<file path="config.mk">
export PLATFORM = sky130hd
export DESIGN_NAME = four_write_port_fifo_unit
export DESIGN_NICKNAME = d
export VERILOG_FILES = /design/src/hw/rtl/fwpf_pkg.sv /design/src/hw/rtl/fwpf_lane.sv /design/src/hw/rtl/fwpf_store.sv /design/src/hw/rtl/four_write_port_fifo_unit.sv
export SDC_FILE = /design/constraint.sdc
export NUM_CORES = 2
export LEC_CHECK = 0
export ABC_AREA = 1
export BUFFER_PORTS_ARGS = -buffer_cell sky130_fd_sc_hd__buf_2
export CAP_MARGIN = 20
export CORE_MARGIN = 1.5
export CORE_UTILIZATION = 37
export CTS_BUF_LIST = sky130_fd_sc_hd__clkbuf_8
export DETAILED_ROUTE_END_ITERATION = 12
export MAX_ROUTING_LAYER = met4
export REMOVE_ABC_BUFFERS = 1
export SYNTH_ARGS = -nofsm -noshare
export SYNTH_HDL_FRONTEND = slang
export SYNTH_SLANG_ARGS = --single-unit
</file>
<file path="constraint.sdc">
create_clock -name i_clk -period 13.45 [get_ports i_clk]
set_clock_uncertainty 0.15 [all_clocks]
set_input_delay 1.345 -clock i_clk [delete_from_list [all_inputs] [get_ports i_clk]]
set_output_delay 1.345 -clock i_clk [all_outputs]
set_load 0.02 [all_outputs]
</file>
<file path="src/hw/rtl/fwpf_pkg.sv">
// Shared constants, types and register codes of the four-write-port queue.
package fwpf_pkg;

    // Queue geometry and word width.
    localparam int DEPTH      = 16;
    localparam int DATA_WIDTH = 32;
    localparam int NUM_LANES  = 4;

    // Derived widths.
    localparam int PTR_W  = $clog2(DEPTH);
    localparam int CNT_W  = $clog2(DEPTH + 1);
    localparam int RANK_W = $clog2(NUM_LANES + 1);
    localparam int SUM_W  = CNT_W + 2;

    // Configuration port.
    localparam int CAP_W      = 5;
    localparam int CFG_DATA_W = 32;
    localparam int CFG_IDX_W  = 1;
    localparam int CMP_W      = ((CNT_W > CAP_W) ? CNT_W : CAP_W) + 1;

    localparam logic [CFG_IDX_W-1:0] CFG_CAPACITY = 1'b0;
    localparam logic [CFG_IDX_W-1:0] CFG_EMPTY    = 1'b1;

    localparam logic [CAP_W-1:0] CAP_RESET = 5'd16;

    typedef logic [DATA_WIDTH-1:0] t_word;

    // One lane's write into the entry store.
    typedef struct packed {
        logic             en;
        logic [PTR_W-1:0] idx;
        t_word            word;
    } t_lane_wr;

endpackage

</file>
<file path="src/hw/rtl/fwpf_lane.sv">
// One write lane: works out whether its slot is stored and at which entry.
module fwpf_lane (
    input  logic                      i_valid,
    input  fwpf_pkg::t_word           i_word,
    input  logic [fwpf_pkg::RANK_W-1:0] i_rank,
    input  logic                      i_skip_first,
    input  logic [fwpf_pkg::PTR_W-1:0] i_head,
    input  logic [fwpf_pkg::CNT_W-1:0] i_count,
    input  logic [fwpf_pkg::CNT_W-1:0] i_count_pop,
    input  logic [fwpf_pkg::CNT_W-1:0] i_limit,
    output fwpf_pkg::t_lane_wr        o_wr
);
    import fwpf_pkg::*;

    logic              bypassed;
    logic [RANK_W-1:0] pos;
    logic [SUM_W-1:0]  fill;
    logic [SUM_W-1:0]  slot_raw;
    logic [SUM_W-1:0]  slot;

    // The first valid write is consumed by the reader when it was bypassed.
    assign bypassed = i_skip_first && (i_rank == '0);
    assign pos      = i_rank - RANK_W'(i_skip_first);

    // Appends stop once the stored count reaches the limit.
    assign fill = SUM_W'(i_count_pop) + SUM_W'(pos);

    // Head plus count is the tail both before and after a pop.
    assign slot_raw = SUM_W'(i_head) + SUM_W'(i_count) + SUM_W'(pos);
    assign slot     = (slot_raw >= SUM_W'(DEPTH)) ? slot_raw - SUM_W'(DEPTH) : slot_raw;

    always_comb begin
        o_wr.en   = i_valid && !bypassed && (fill < SUM_W'(i_limit));
        o_wr.idx  = slot[PTR_W-1:0];
        o_wr.word = i_word;
    end

endmodule

</file>
<file path="src/hw/rtl/fwpf_store.sv">
// Entry store with head pointer and count; merges the lane writes.
module fwpf_store (
    input  logic                       i_clk,
    input  logic                       i_rst_n,
    input  logic                       i_adv,
    input  logic                       i_pop,
    input  fwpf_pkg::t_lane_wr         i_lane_wr [fwpf_pkg::NUM_LANES],
    output fwpf_pkg::t_word            o_head_word,
    output logic [fwpf_pkg::PTR_W-1:0] o_head,
    output logic [fwpf_pkg::CNT_W-1:0] o_count
);
    import fwpf_pkg::*;

    t_word             r_store [DEPTH];
    logic [PTR_W-1:0]  r_head;
    logic [CNT_W-1:0]  r_count;
    logic [PTR_W-1:0]  n_head;
    logic [CNT_W-1:0]  n_count;
    logic [RANK_W-1:0] stored;

    assign o_head_word = r_store[r_head];
    assign o_head      = r_head;
    assign o_count     = r_count;

    // Number of lanes that store this beat.
    always_comb begin
        stored = '0;
        for (int k = 0; k < NUM_LANES; k++) begin
            stored = stored + RANK_W'(i_lane_wr[k].en);
        end
    end

    // Pointer and count updates.
    always_comb begin
        n_head  = r_head;
        n_count = r_count;
        if (i_adv) begin
            if (i_pop) begin
                n_head = (r_head == PTR_W'(DEPTH - 1)) ? '0 : r_head + PTR_W'(1);
            end
            n_count = r_count - CNT_W'(i_pop) + CNT_W'(stored);
        end
    end

    always_ff @(posedge i_clk) begin
        if (!i_rst_n) begin
            r_head  <= '0;
            r_count <= '0;
        end else begin
            r_head  <= n_head;
            r_count <= n_count;
        end
    end

    // Merge the lane writes; lanes of one beat never share an entry.
    always_ff @(posedge i_clk) begin
        if (i_adv) begin
            for (int e = 0; e < DEPTH; e++) begin
                for (int k = 0; k < NUM_LANES; k++) begin
                    if (i_lane_wr[k].en && (i_lane_wr[k].idx == PTR_W'(e))) begin
                        r_store[e] <= i_lane_wr[k].word;
                    end
                end
            end
        end
    end

endmodule

</file>
<file path="src/hw/rtl/four_write_port_fifo_unit.sv">
// Top level of the four-write-port queue with read bypass.
//
//   Channel   Direction  Handshake                   Payload
//   input     in         i_in_valid / o_in_ready     four write slots, read take
//   result    out        o_out_valid / i_out_ready   read word, available, occupancy, full
//   config    in         i_cfg_we                    i_cfg_idx, i_cfg_data
//
// One beat is taken every cycle in which o_in_ready is high; its result appears in
// the output register on the following cycle. The rate is set by the update of
// the entry store, head pointer and count, which all four lanes feed in parallel.
// Reset is synchronous and active low; it empties the queue and restores the
// registers. A stalled result holds the input side only while it is not taken.
module four_write_port_fifo_unit (
    input  logic                            i_clk,
    input  logic                            i_rst_n,
    input  logic                            i_in_valid,
    output logic                            o_in_ready,
    input  logic                            i_write_valid_0,
    input  fwpf_pkg::t_word                 i_write_word_0,
    input  logic                            i_write_valid_1,
    input  fwpf_pkg::t_word                 i_write_word_1,
    input  logic                            i_write_valid_2,
    input  fwpf_pkg::t_word                 i_write_word_2,
    input  logic                            i_write_valid_3,
    input  fwpf_pkg::t_word                 i_write_word_3,
    input  logic                            i_read_take,
    output logic                            o_out_valid,
    input  logic                            i_out_ready,
    output fwpf_pkg::t_word                 o_read_word,
    output logic                            o_read_available,
    output logic [fwpf_pkg::CNT_W-1:0]      o_occupancy,
    output logic                            o_is_full,
    input  logic                            i_cfg_we,
    input  logic [fwpf_pkg::CFG_IDX_W-1:0]  i_cfg_idx,
    input  logic [fwpf_pkg::CFG_DATA_W-1:0] i_cfg_data
);
    import fwpf_pkg::*;

    logic [CAP_W-1:0]  r_cap;
    t_word             r_empty;
    logic              r_out_valid;
    t_word             r_read_word;
    logic              r_read_available;
    logic [CNT_W-1:0]  r_occupancy;
    logic              r_is_full;

    logic              adv;
    logic              q_empty;
    logic              pop;
    logic              skip_first;
    logic              any_valid;
    logic [CNT_W-1:0]  limit;
    logic [CNT_W-1:0]  count_pop;
    logic [PTR_W-1:0]  head;
    logic [CNT_W-1:0]  count;
    t_word             head_word;
    t_word             first_word;
    t_word             n_read_word;

    logic              wv   [NUM_LANES];
    t_word             ww   [NUM_LANES];
    logic [RANK_W-1:0] rank [NUM_LANES];
    t_lane_wr          lane_wr [NUM_LANES];

    assign wv[0] = i_write_valid_0;
    assign wv[1] = i_write_valid_1;
    assign wv[2] = i_write_valid_2;
    assign wv[3] = i_write_valid_3;
    assign ww[0] = i_write_word_0;
    assign ww[1] = i_write_word_1;
    assign ww[2] = i_write_word_2;
    assign ww[3] = i_write_word_3;

    // Input handshake: the output register frees up when its beat is taken.
    assign o_in_ready = !r_out_valid || i_out_ready;
    assign adv        = i_in_valid && o_in_ready;

    // Configuration registers.
    always_ff @(posedge i_clk) begin
        if (!i_rst_n) begin
            r_cap   <= CAP_RESET;
            r_empty <= '0;
        end else if (i_cfg_we) begin
            case (i_cfg_idx)
                CFG_CAPACITY: r_cap   <= i_cfg_data[CAP_W-1:0];
                CFG_EMPTY:    r_empty <= DATA_WIDTH'(i_cfg_data);
                default:      r_cap   <= r_cap;
            endcase
        end
    end

    // Effective limit saturates at the queue depth.
    assign limit = (CMP_W'(r_cap) > CMP_W'(DEPTH)) ? CNT_W'(DEPTH) : CNT_W'(r_cap);

    // Compaction ranks: each slot's place among the valid writes.
    always_comb begin
        rank[0] = '0;
        for (int k = 1; k < NUM_LANES; k++) begin
            rank[k] = rank[k-1] + RANK_W'(wv[k-1]);
        end
    end

    // First valid write, in slot order, for the bypass path.
    always_comb begin
        first_word = ww[NUM_LANES-1];
        for (int k = NUM_LANES - 2; k >= 0; k--) begin
            if (wv[k]) begin
                first_word = ww[k];
            end
        end
    end

    assign any_valid  = wv[0] || wv[1] || wv[2] || wv[3];
    assign q_empty    = (count == '0);
    assign pop        = i_read_take && !q_empty;
    assign skip_first = i_read_take && q_empty;
    assign count_pop  = count - CNT_W'(pop);

    // Write lanes.
    for (genvar k = 0; k < NUM_LANES; k++) begin : g_lane
        fwpf_lane u_lane (
            .i_valid      (wv[k]),
            .i_word       (ww[k]),
            .i_rank       (rank[k]),
            .i_skip_first (skip_first),
            .i_head       (head),
            .i_count      (count),
            .i_count_pop  (count_pop),
            .i_limit      (limit),
            .o_wr         (lane_wr[k])
        );
    end

    fwpf_store u_store (
        .i_clk       (i_clk),
        .i_rst_n     (i_rst_n),
        .i_adv       (adv),
        .i_pop       (pop),
        .i_lane_wr   (lane_wr),
        .o_head_word (head_word),
        .o_head      (head),
        .o_count     (count)
    );

    // Read view at the start of the beat.
    always_comb begin
        if (!q_empty) begin
            n_read_word = head_word;
        end else if (any_valid) begin
            n_read_word = first_word;
        end else begin
            n_read_word = r_empty;
        end
    end

    // Output register.
    always_ff @(posedge i_clk) begin
        if (!i_rst_n) begin
            r_out_valid <= 1'b0;
        end else if (adv) begin
            r_out_valid <= 1'b1;
        end else if (i_out_ready) begin
            r_out_valid <= 1'b0;
        end
    end

    always_ff @(posedge i_clk) begin
        if (adv) begin
            r_read_word      <= n_read_word;
            r_read_available <= !q_empty || any_valid;
            r_occupancy      <= count;
            r_is_full        <= (count >= limit);
        end
    end

    assign o_out_valid      = r_out_valid;
    assign o_read_word      = r_read_word;
    assign o_read_available = r_read_available;
    assign o_occupancy      = r_occupancy;
    assign o_is_full        = r_is_full;

endmodule

</file>
### Yosys cells after proc, flatten, opt, wreduce, memory -nomap -nowiden

Memory sizes are Yosys's and may differ from the RTL's. A register that Yosys moved wholly into a read port is not among the register bits.
Index checks and enable logic that the tools add are counted.

* bits in registers: 86
* latch bits: 0
* RAM bits: 512
* ROM bits: 0
* output and inout port bits: 41
* word-level logic and storage cells: 559
* memories kept: 1

* add/subtract/negate cells: 25
* multiply operators: 0
* div/mod/pow operators: 0
* magnitude comparators: 10
* equality and inequality tests: 61
* shifts and indexed selects: 0
* multiplexer cells: 291
* bitwise gates (word level): 49
* reduce and logical (&&, ||, !) cells: 113

Memories
* u_store.r_store: depth 16, width 32, read ports 1, clocked after memory_dff 1, write ports 4, line fwpf_store.sv:14 `t_word r_store [DEPTH];`

Operator list (count)
* $mux 32: 65
* $reduce_or 32->1: 12
* $mux 1: 206
* $eq 4x4->1 const B: 33
* $logic_and 1x1->1: 78
* $mux 4: 19
* $eq 4x3->1 const B: 16
* $or 1x1->1: 48
* $eq 4x2->1 const B: 8
* $add 6x3->7: 4
* $ge 7x5->1 const B: 4
* $lt 7x5->1: 4
* $add 5x3->6: 4
* $eq 4x1->1 const B: 4
* $logic_not 4->1: 4
* $sub 4x1->4 const B: 4
* $logic_not 3->1: 3
* $add 3x1->3: 2
* $add 4x5->6: 1
* $logic_not 1->1: 6
* $reduce_and 2->1: 3
* $add 5x3->5: 1
* $ge 5x5->1: 1
* $gt 5x5->1 const B: 1
* other kinds (13): 18

### Depth between registers and ports, before layout

* depth in word-level cells: 18
* depth in mapped cells: 34
* depth with buffers taken out: 32

### By module

Synthesis repeated with hierarchy kept, for this count alone.

* cell total of the unflattened synthesis: 7576
* area total of the unflattened synthesis: 48220.0 µm²

By module, submodules not included
* fwpf_store: times used 1, cells an instance 6426, area an instance 40473.8 µm², seq. area each 15635.0 µm²
* four_write_port_fifo_unit: times used 1, cells an instance 722, area an instance 4803.4 µm², seq. area each 1931.9 µm²
* fwpf_lane: times used 4, cells an instance 107, area an instance 735.7 µm², seq. area each 0.0 µm²

### Least setup slack after synthesis

OpenSTA, ideal clock, no wires.

* path type: input -> register
* from: input i_write_valid_0
* to: memory u_store.r_store[6][0] (netlist bit) (enable)
* setup time: 433 ps
* arrival: 6179 ps
* required time: 12867 ps
* path slack: 6688 ps
* stages on the path: 29
* path through: clkbuf_1 clkinv_1 clkbuf_1 ha_1 inv_1 ha_1 ha_1 inv_1 nand3_1 nand2_1 inv_1 ha_1 inv_1 nand2_1 nand3_1 a21oi_1 xor2_1 inv_1 ha_1 a21oi_1 nand3_1 a31oi_2 nand2_2 inv_2 buf_6 nand3_1 buf_4 buf_2 o2111ai_1

RTL lines
* from (decl): line four_write_port_fifo_unit.sv:18 `input logic i_write_valid_0,`
* to (decl): line fwpf_store.sv:14

==> metrics.yaml <==
run_status:
  outcome: "completed"
logic_synthesis:
  synth_async_sr_flop_share_pct: 0
  synth-main-ff-cell: "edfxtp_1"
  ys_warn_count: 0
  post-synth-top-area-cell: "edfxtp_1"
  ys_seq_elements: 602
  synth_cells: 7111
  seq_area_frac_synth_pct: 37.8
  yosysMostFrequentCell: "nand2_1"
  netlist_area_sq_mm: 0.0465
  synth_common_cells: "nand2_1, nor2_1, nand3_1, edfxtp_1, clkbuf_1"
  syn_avg_cell_area_sq_um: 6.54
  yosysUniqueCellTypes: 48
  synth.top_cell.area_share_pct: 35.6
  synth_edf_count: 551
  netlist_top_cells_area: "edfxtp_1, nand2_1, nand3_1"
critical_path:
  crit_path_max_fanout: 65
  end_kind: "flip-flop"
  startpoint_type: "input port"
  cp.arrival_ns: 8.05
  criticalPathCategory: "input port to flip-flop"
  required_ns: 13.76
clock_tree:
  cts.clk_slew.worst_paths_ns: 0.06
  ctsHoldBuffers: 0
  clk_path_buf_depth: 3
  postCtsSetupRepairBufs: 0
  clock_latency_ns: 0.89
  numCtsBuffers: 116
  cts-resized-gates: 0
  cts_tree: "done"
  clockRootBuffer: "clkbuf_8"
  clock-sinks: 602
  htreeDepth: 3
grt:
  grt_pass1_wl_microns: 333000
  grt_start_max_net_pins: 220
  overflow: 0
  antenna_found_initial: 7
  grt_pass1_vias: 48000
  grtUsageTotal_pct: 36.8
pwr:
  irDropWorstVdd_uv: 147
  comb_power_share_pct: 46.6
  power.leakage_nw: 22.5
  clkPwrFrac_pct: 21.1
  swShare_pct: 47.3
  power_density_mw_per_mm2: 179
  p_switching_mw: 4.27
  p_seq_share_pct: 32.3
  p_int_mw: 4.75
die:
  die-area_sq_mm: 0.128
  io_pins: 212
  die_width_microns: 357
  die_h_microns: 357
  rows: 129
  initial_core_util_pct: 37.5
  core_sq_mm: 0.124
timing:
  finalSetupViolCount: 0
  hold_viol: 0
  fin_setup_tns_ns: 0
  slew_viol_final: 0
  finalCritPeriodShare_pct: 57.6
  setup_ws_ns: 5.70
  worstMarginPinSlew_ns: 1.23
  finalCriticalPeriod_ns: 7.75
  timing.slew.headroom_pct: 17.4
  rsz0062_at_grt: "no"
  fmax_mhz: 129
drt:
  viasPerCell: 6.09
  route.met2.wl_microns: 98800
  wirelength_microns: 235000
  drt_iter0_drc: 8415
  vias: 52600
  met1_length_microns: 83500
  drt.antenna.violating_nets: 0
  drc: 0
  avgRoutedWirePerCell_microns: 27.2
  wl_met3_microns: 34600
  dr.pass1.iters: 9
  dr.max_layer_used: "met4"
final_layout:
  drive_gt1_share_pct: 8.75
  synthToLayoutAreaGrowth_pct: 8.42
  fin_util_pct: 40.6
  final_cells: 8629
  nNetsFinal: 7122
placed_design:
  hpwl_microns: 135000
  place_inst: 8402
  io_buffers: 211
  place_congestion: 0.965
  post-place-ws_ns: 5.01
hold_path:
  hp-class: "flip-flop to flip-flop"
run:
  maxCapViolations: 0
## worst max-delay path, stage by stage
cell and delay (ns):
buf_2 0.50, inv_2 0.04, buf_4 0.35, ha_1 0.43
inv_1 0.05, ha_1 0.19, ha_1 0.32, inv_1 0.12
nand3_1 0.17, nand2_1 0.11, inv_1 0.04, ha_1 0.17
inv_1 0.08, nand2_1 0.06, nand3_1 0.10, a21oi_1 0.08
xor2_1 0.14, inv_1 0.06, ha_1 0.31, a21oi_1 0.16
nand3_1 0.11, a31oi_2 0.39, nand2_2 0.13, inv_2 0.42
nand3_4 0.85, o2111ai_4 0.65, buf_4 0.51
## final cells by class
cell class	count	area (sq um)
clock inverter	89	556
tap	1637	2050
fill	12900	73700
multi-input combinational	5575	25400
clock buffer	125	1720
timing repair buffer	343	2120
sequential	602	17600
inverter	248	942
antenna	10	25.0
## power groups by stage
stage	sequential [mW]	combinational (mW)	clock (mW)
floorplan	3.00	2.25	0
global placement	2.94	3.97	0
detailed placement	2.94	4.02	0
CTS	2.91	4.03	1.91
global route	2.94	4.45	1.98
finish	2.91	4.21	1.90
## layout by cell type, fill, tap and decap left out, types with 22 or more instances in the layout
cell      count
buf_4       126
clkinv_1     22
edfxtp_1    551
o22ai_1      52
a211oi_1     64
nor2_4       29
ha_1         56
o221ai_1    109
nand2_2      27
a21oi_1      88
o211ai_1     53
nand3_1     951
clkbuf_8    125
dfxtp_1      47
inv_1       267
a31oi_1      34
nand4_1      50
buf_2       211
nor2_1     1248
nand2_1    2415
o21ai_0     304
## kinds of logic after synthesis
family	synth area share, %
buffers and inverters	8.56
AND/OR/NAND/NOR	41.7
flip-flops	37.8
XOR/XNOR	0.433
adder cells (fa/ha/maj)	1.89
other	0.00807
AO/OA/AOI/OAI	9.57
## worst paths after layout
| path | slack [ns] | end | start | cells past startpoint |
|---|---|---|---|---|
| setup reg to reg | 6.00 | u_store.r_store[15][13] | u_store.o_count[1] | 19 |
| hold reg to reg | 0.35 | r_empty[7] | r_empty[7] | 2 |
| hold / removal | 0.35 | r_empty[7] | r_empty[7] | 2 |
| setup / recovery | 5.70 | u_store.r_store[2][29] | i_write_valid_0 | 27 |
## metrics by stage
stage | power [mW] | instance area, sq um | hold WS, ns
floorplan | 5.24 | 43400 | 0.305
global placement | 6.91 | 48000 | 0.320
detailed placement | 6.97 | 48000 | 0.332
CTS | 8.85 | 50300 | 0.347
global route | 9.37 | 50400 | 0.367
finish | 9.02 | 50400 | 0.346
## sequential cells by signal, indices dropped and copies added, names as in the netlist, named ones only
name              cells
o_read_available      1
o_read_word          32
u_store.o_head        4
o_out_valid           1
o_occupancy           5
u_store.r_store     512
o_is_full             1
u_store.o_count       5
r_cap                 5
r_empty              32
## metal layers
metal | track usage [%] | up-vias
met5 | - | -
met3 | 10.4 | 1050
met1 | 44.6 | 24100
li1 | - | 23000
met2 | 52.9 | 4403
met4 | 25.1 | 0
(Power assumes the default switching activity.)
